$ cat src/necir_pkg.sv
// necir_pkg: shared types and constants for the nec ir frame decoder
// no dependencies; imported by every module of the block

package necir_pkg;

  localparam int unsigned CfgW     = 14;
  localparam int unsigned CfgIdxW  = 4;
  localparam int unsigned IdxW     = 6;
  localparam int unsigned NumTimings = 33;

  localparam logic [CfgW-1:0] TimeoutReset = 14'd10000;
  localparam logic [CfgW-1:0] MinZeroReset = 14'd600;
  localparam logic [CfgW-1:0] MinOneReset  = 14'd1000;
  localparam logic [CfgW-1:0] MaxOneReset  = 14'd2000;

  typedef enum logic [CfgIdxW-1:0] {
    CFG_TIMEOUT_LIMIT = 4'd0,
    CFG_ZERO_LO       = 4'd1,
    CFG_MIN_ONE       = 4'd2,
    CFG_MAX_ONE       = 4'd3
  } cfg_idx_e;

  typedef enum logic [2:0] {
    ST_OK        = 3'd0,
    ST_TIMEOUT   = 3'd1,
    ST_BAD_BIT   = 3'd2,
    ST_ADDR_FAIL = 3'd3,
    ST_CMD_FAIL  = 3'd4
  } status_e;

  typedef struct packed {
    logic [CfgW-1:0] timeout_limit;
    logic [CfgW-1:0] zero_lo;
    logic [CfgW-1:0] min_one;
    logic [CfgW-1:0] max_one;
  } cfg_t;

  typedef struct packed {
    logic       valid;
    status_e    status;
    logic [7:0] address;
    logic [7:0] command;
  } result_t;

endpackage

$ cat src/necir_cfg_regs.sv
// necir_cfg_regs: configuration register file of the decoder
// depends on necir_pkg for register indexes, reset values and cfg_t

module necir_cfg_regs (
  input  logic                         clk_i,
  input  logic                         rst_ni,
  input  logic                         wr_en_i,
  input  logic [necir_pkg::CfgIdxW-1:0] wr_index_i,
  input  logic [necir_pkg::CfgW-1:0]   wr_data_i,
  output necir_pkg::cfg_t              cfg_o
);
  import necir_pkg::*;

  cfg_t cfg_q, cfg_d;

  always_comb begin
    cfg_d = cfg_q;
    if (wr_en_i) begin
      case (wr_index_i)
        CFG_TIMEOUT_LIMIT: cfg_d.timeout_limit = wr_data_i;
        CFG_ZERO_LO:       cfg_d.zero_lo       = wr_data_i;
        CFG_MIN_ONE:       cfg_d.min_one       = wr_data_i;
        CFG_MAX_ONE:       cfg_d.max_one       = wr_data_i;
        default:           cfg_d = cfg_q;
      endcase
    end
  end

  always_ff @(posedge clk_i or negedge rst_ni) begin
    if (!rst_ni) begin
      cfg_q.timeout_limit <= TimeoutReset;
      cfg_q.zero_lo       <= MinZeroReset;
      cfg_q.min_one       <= MinOneReset;
      cfg_q.max_one       <= MaxOneReset;
    end else begin
      cfg_q <= cfg_d;
    end
  end

  assign cfg_o = cfg_q;

endmodule

$ cat src/necir_decode.sv
// necir_decode: per-sample timing counter, bit classifier and frame checker
// depends on necir_pkg for cfg_t, result_t and status codes

module necir_decode #(
  parameter int unsigned COUNT_WIDTH = 14
) (
  input  logic              clk_i,
  input  logic              rst_ni,
  input  logic              step_i,
  input  logic              pin_i,
  input  necir_pkg::cfg_t   cfg_i,
  output necir_pkg::result_t res_o
);
  import necir_pkg::*;

  localparam int unsigned CmpW = (COUNT_WIDTH > CfgW) ? COUNT_WIDTH : CfgW;

  logic                   high_q, high_d;
  logic [COUNT_WIDTH-1:0] tick_q, tick_d;
  logic [IdxW-1:0]        idx_q, idx_d;
  logic [31:0]            shift_q, shift_d;
  logic                   err_q, err_d;

  logic                   fall;
  logic [CmpW-1:0]        len_x;
  logic [CmpW-1:0]        cnt_x;
  logic                   bit_one, bit_bad;
  logic [31:0]            shift_n;
  logic                   err_n;
  logic                   done;
  logic [COUNT_WIDTH-1:0] tick_n;
  logic [7:0]             a, ai, c, ci;

  assign fall  = high_q && !pin_i;
  assign len_x = CmpW'(tick_q);

  always_comb begin
    bit_one = 1'b0;
    bit_bad = 1'b0;
    if (len_x < CmpW'(cfg_i.zero_lo)) begin
      bit_bad = 1'b1;
    end else if (len_x < CmpW'(cfg_i.min_one)) begin
      bit_one = 1'b0;
    end else if (len_x > CmpW'(cfg_i.max_one)) begin
      bit_bad = 1'b1;
    end else begin
      bit_one = 1'b1;
    end
  end

  assign shift_n = (idx_q != '0) ? {shift_q[30:0], bit_one} : shift_q;
  assign err_n   = (idx_q != '0) ? (err_q | bit_bad) : err_q;
  assign done    = (idx_q == IdxW'(NumTimings - 1));

  assign a  = shift_n[31:24];
  assign ai = shift_n[23:16];
  assign c  = shift_n[15:8];
  assign ci = shift_n[7:0];

  always_comb begin
    high_d  = high_q;
    tick_d  = tick_q;
    idx_d   = idx_q;
    shift_d = shift_q;
    err_d   = err_q;
    res_o   = '0;
    if (fall) begin
      high_d  = 1'b0;
      tick_n  = COUNT_WIDTH'(1);
      idx_d   = idx_q + IdxW'(1);
      shift_d = shift_n;
      err_d   = err_n;
    end else begin
      high_d = high_q | pin_i;
      tick_n = (tick_q == {COUNT_WIDTH{1'b1}}) ? tick_q : tick_q + COUNT_WIDTH'(1);
    end
    tick_d = tick_n;
    cnt_x  = CmpW'(tick_n);
    if (fall && done) begin
      idx_d     = '0;
      shift_d   = '0;
      err_d     = 1'b0;
      res_o.valid = 1'b1;
      if (err_n) begin
        res_o.status = ST_BAD_BIT;
      end else if (a != ~ai) begin
        res_o.status = ST_ADDR_FAIL;
      end else if (c != ~ci) begin
        res_o.status = ST_CMD_FAIL;
      end else begin
        res_o.status  = ST_OK;
        res_o.address = a;
        res_o.command = c;
      end
    end else if (cnt_x >= CmpW'(cfg_i.timeout_limit)) begin
      high_d       = 1'b0;
      tick_d       = '0;
      idx_d        = '0;
      shift_d      = '0;
      err_d        = 1'b0;
      res_o.valid  = 1'b1;
      res_o.status = ST_TIMEOUT;
    end
    if (!step_i) begin
      res_o.valid = 1'b0;
    end
  end

  always_ff @(posedge clk_i or negedge rst_ni) begin
    if (!rst_ni) begin
      high_q  <= 1'b0;
      tick_q  <= '0;
      idx_q   <= '0;
      shift_q <= '0;
      err_q   <= 1'b0;
    end else if (step_i) begin
      high_q  <= high_d;
      tick_q  <= tick_d;
      idx_q   <= idx_d;
      shift_q <= shift_d;
      err_q   <= err_d;
    end
  end

endmodule

$ cat src/nec_ir_frame_decoder_core.sv
// nec_ir_frame_decoder_core: nec ir frame decoder, one pin sample per word
// result path: input register, decode, then the result register
// throughput: one sample per cycle, set by the single-pass decode between
// the input register and the result register; stalls only on a held result
// reset: decoder state cleared, config registers back to their defaults

module nec_ir_frame_decoder_core #(
  parameter int unsigned COUNT_WIDTH = 14
) (
  input  logic                          clk_i,
  input  logic                          rst_ni,
  // tdata: [0] pin_level
  input  logic                          s_axis_tvalid,
  output logic                          s_axis_tready,
  input  logic [7:0]                    s_axis_tdata,
  // tdata: [2:0] frame_status, [10:3] ir_address, [18:11] ir_command
  output logic                          m_axis_tvalid,
  input  logic                          m_axis_tready,
  output logic [23:0]                   m_axis_tdata,
  input  logic                          cfg_valid_i,
  output logic                          cfg_ready_o,
  input  logic [necir_pkg::CfgIdxW-1:0] cfg_index_i,
  input  logic [necir_pkg::CfgW-1:0]    cfg_data_i
);
  import necir_pkg::*;

  cfg_t    cfg;
  result_t res;

  logic       in_valid_q, in_valid_d;
  logic       pin_q;
  logic       out_valid_q, out_valid_d;
  logic [2:0] status_q;
  logic [7:0] addr_q;
  logic [7:0] cmd_q;
  logic       adv;

  assign cfg_ready_o = 1'b1;

  necir_cfg_regs u_cfg (
    .clk_i      (clk_i),
    .rst_ni     (rst_ni),
    .wr_en_i    (cfg_valid_i),
    .wr_index_i (cfg_index_i),
    .wr_data_i  (cfg_data_i),
    .cfg_o      (cfg)
  );

  necir_decode #(
    .COUNT_WIDTH (COUNT_WIDTH)
  ) u_decode (
    .clk_i  (clk_i),
    .rst_ni (rst_ni),
    .step_i (adv),
    .pin_i  (pin_q),
    .cfg_i  (cfg),
    .res_o  (res)
  );

  assign adv           = in_valid_q && (!out_valid_q || m_axis_tready);
  assign s_axis_tready = !in_valid_q || adv;

  always_comb begin
    in_valid_d = in_valid_q;
    if (s_axis_tready) begin
      in_valid_d = s_axis_tvalid;
    end
    out_valid_d = out_valid_q;
    if (m_axis_tready) begin
      out_valid_d = 1'b0;
    end
    if (res.valid) begin
      out_valid_d = 1'b1;
    end
  end

  always_ff @(posedge clk_i or negedge rst_ni) begin
    if (!rst_ni) begin
      in_valid_q  <= 1'b0;
      out_valid_q <= 1'b0;
    end else begin
      in_valid_q  <= in_valid_d;
      out_valid_q <= out_valid_d;
    end
  end

  always_ff @(posedge clk_i) begin
    if (s_axis_tready && s_axis_tvalid) begin
      pin_q <= s_axis_tdata[0];
    end
    if (res.valid) begin
      status_q <= res.status;
      addr_q   <= res.address;
      cmd_q    <= res.command;
    end
  end

  assign m_axis_tvalid = out_valid_q;
  assign m_axis_tdata  = {5'b0, cmd_q, addr_q, status_q};

endmodule

$ cat config.mk
export PLATFORM = sky130hd
export DESIGN_NAME = nec_ir_frame_decoder_core
export DESIGN_NICKNAME = d
export VERILOG_FILES = /design/src/necir_pkg.sv /design/src/necir_cfg_regs.sv /design/src/necir_decode.sv /design/src/nec_ir_frame_decoder_core.sv
export SDC_FILE = /design/constraint.sdc
export NUM_CORES = 1
export LEC_CHECK = 0
export ABC_AREA = 0
export BUFFER_PORTS_ARGS = -buffer_cell sky130_fd_sc_hd__buf_2
export CORE_MARGIN = 2
export CORE_UTILIZATION = 55
export CTS_CLUSTER_SIZE = 16
export DETAILED_ROUTE_END_ITERATION = 10
export GPL_TIMING_DRIVEN = 0
export HOLD_SLACK_MARGIN = 0.06
export PLACE_DENSITY = 0.74
export SYNTH_ARGS = -nofsm -noshare
export SYNTH_HDL_FRONTEND = slang
export SYNTH_SLANG_ARGS = --single-unit
$ cat constraint.sdc
create_clock -name clk_i -period 4.6 [get_ports clk_i]
set_clock_uncertainty 0.05 [all_clocks]
set_input_delay 0.69 -clock clk_i [delete_from_list [all_inputs] [get_ports clk_i]]
set_output_delay 0.69 -clock clk_i [all_outputs]
set_load 0.03 [all_outputs]
==> impl_metrics.ini <==
[power]
p_seq_frac = 0.412
p_sw_w = 0.00114
combinationalPowerShare = 0.231
power_density_mw_per_mm2 = 420
leakage_nw = 3.68
p_int_w = 0.00243
pwr-share-clk = 0.357
sw_frac_of_total = 0.320
worst_ir_drop_vdd_mv = 0.242

[synth]
synth_flop_cell = dfrtp_1
synth-edff-count = 20
synth.distinct_cells = 64
synth.area.top_cells = dfrtp_1, ha_1, edfxtp_1
yosysTopAreaCell = dfrtp_1
synth_top_area_frac = 0.306
ys_ff_latch = 132
async_flop_share = 0.848
synth_warnings = 0
syn_inst = 704
syn_area_sq_mm = 0.00743
avgSynthCellArea_sq_um = 10.6
synth-seq-area-share = 0.461

[global_routing]
grt_pass1_wl_um = 28600
grt_start_max_net_pins = 60
grt_pass1_vias = 5703
grt_usage = 0.253
antenna_found_initial = 0
grt_overflow = 0

[sta]
max_clock_freq_mhz = 231
layout_min_cycle_time_ps = 4330
finalMaxSlewViolations = 0
hold_viol_final = 0
rsz0062_at_grt = false
slew_headroom = 0.250
fin_ws_ps = 266
tightest_slew_ps = 1120
post-route-period-util = 0.942
finalSetupViolCount = 0
hold_slack_ps = 264

[floorplan]
core_sq_mm = 0.0132
rows = 42
die_h_um = 120
ioPinCount = 58
dieArea_sq_mm = 0.0145
fp.dieW_um = 120
start_util = 0.561

[finish]
multi_input_area_sq_mm = 0.00360
n_antenna_cell = 0
fin_cells = 962
layout-drive-gt1-share = 0.221
n_fill_cell = 1074
register_area_sq_mm = 0.00343
mostFrequentLayoutCells = dfrtp_1, nand2_1, inv_1
final_common_cell = dfrtp_1
nNetsFinal = 861
area_growth_pct = 14.6

[route]
antenna_left = 0
drc = 0
routed_wl_um = 17100
first_pass_iters = 5
vias_per_cell = 6.02
drt_iter0_markers = 529
wl_per_cell_um = 17.8
vias = 5787

[worst_setup_path]
crit_fanout = 10
crit_path_end_kind = flop
cp_data_arrival_time_ps = 4630
crit_path_start_kind = flop
worstPathRequired_ps = 4890
worstSetupPathType = reg2reg

[clock_network]
clock-sinks = 132
insertion_delay_ps = 430
root_buffer = clkbuf_16
cts_tree = yes
clk_path_buf_depth = 2
hold_buffers = 0
cts-buffers-inserted = 17
post_cts_buffers = 0
htreeDepth = 4
path_clk_slew_ps = 60

[place]
gp_congestion = 0.823
portBuffers = 44
dp_slack_ps = 193
dp_hpwl_um = 12600
dp_cells = 930

[worst_hold_path]
hp-class = in2async

[run]
drv_cap = 0

[run_status]
status = finished, final reports clean
layer usage:
metal | GRT usage | up-vias | share of wire
met3 | 0.0660 | 25 | 0.063
met2 | 0.390 | 207 | 0.47
met1 | 0.351 | 2846 | 0.45
met5 | 0 | - | 0
met4 | 0.0821 | 0 | 0.016
li1 | - | 2709 | -
power groups by stage:
stage                     clock network, W  logic (W)  registers [W]
final                              0.00127   0.000825        0.00147
after global placement                   0   0.000770        0.00148
after global routing               0.00135   0.000926        0.00150
after floorplan                          0   0.000592        0.00146
after CTS                          0.00129   0.000822        0.00147
after detailed placement                 0   0.000808        0.00149
Yosys cell counts, drive strengths merged (5+ instances only):
master / number
dfrtp: 91
nand2: 79
inv: 61
ha: 57
o21ai: 47
a21oi: 31
mux2: 30
nor2: 24
dfstp: 21
edfxtp: 20
a32o: 19
buf: 19
clkbuf: 18
nand3: 16
a221oi: 15
o2bb2ai: 15
xor2: 12
nand4: 11
xnor2: 11
nor3: 10
a22o: 9
and3: 8
a211oi: 7
a21o: 7
nand2b: 6
nor2b: 6
o21a: 5
area by class of cell:
type	count	share of cell area
plain buffers	37	0.0242
clock buffers	17	0.0500
clock inverters	15	0.0159
inverters	61	0.0269
multi-input cells	478	0.423
flip-flops and latches	132	0.403
well taps	176	0.0259
repair buffers	46	0.0312
logic make-up (layout without fill, tap and decap cells):
group / after synthesis / after routing / synth area share
compound gates: 178 / 178 / 0.183
simple gates: 180 / 180 / 0.122
buf+inv: 98 / 176 / 0.0586
mux: 34 / 34 / 0.0508
other cells: 2 / 6 / 0.00101
flops: 132 / 132 / 0.461
xor+xnor: 23 / 23 / 0.0271
fa+ha+maj: 57 / 57 / 0.0960
timing repair:
action,4_1_cts,5_1_grt
endpoints found under the setup margin,0,27
resized for setup,0,4
endpoints found under the hold margin,0,0
worst max-delay path: stages, from the launching register on:
cell and delay, ps:
dfrtp_1 590, and4_1 270, buf_2 160, nand4_1 250, nor3_2 420, xnor2_1 170
nor2_1 80, ha_1 290, nand2b_1 150, a21oi_1 140, o211ai_1 130, a211oi_2 330
o21a_1 300, nand4_1 340, clkbuf_1 350, o2bb2ai_1 240
through the flow:
step           utilization  instance area (sq um)  power (W)  setup TNS (ps)
2_1_floorplan            -                   7450    0.00205               0
3_3_place_gp         0.596                   7890    0.00225          -11480
3_5_place_dp         0.599                   7940    0.00230               0
4_1_cts              0.642                   8500    0.00358               0
5_1_grt              0.643                   8510    0.00377               0
6_report             0.643                   8510    0.00357               0
sequential cells by signal, summed over array words and instances (netlist names):
register / cells
u_decode.high_q: 1
u_decode.len_x: 14
status_q: 3
addr_q: 8
cmd_q: 8
u_decode.err_q: 1
m_axis_tvalid: 1
u_cfg.cfg_o: 56
in_valid_q: 1
pin_q: 1
u_decode.idx_q: 6
u_decode.shift_q: 32
final timing paths:
| check | startpoint | end | slack (ps) | cells after the start |
|---|---|---|---|---|
| min in group clk_i | s_axis_tdata[0] | pin_q$_DFFE_PP_ | 380 | 1 |
| setup / recovery | u_decode.len_x[3]$_DFFE_PN0P_ | u_decode.shift_q[10]$_DFFE_PN0P_ | 270 | 15 |
| max in group asynchronous | rst_ni | u_cfg.cfg_o[31]$_DFFE_PN1P_ | 3490 | 2 |
| hold reg to reg | u_cfg.cfg_o[5]$_DFFE_PN0P_ | u_cfg.cfg_o[5]$_DFFE_PN0P_ | 460 | 1 |
| setup reg to reg | u_decode.len_x[3]$_DFFE_PN0P_ | u_decode.shift_q[10]$_DFFE_PN0P_ | 270 | 15 |
| hold / removal | rst_ni | u_cfg.cfg_o[5]$_DFFE_PN0P_ | 260 | 1 |
Power figures use the tool's default switching activity.
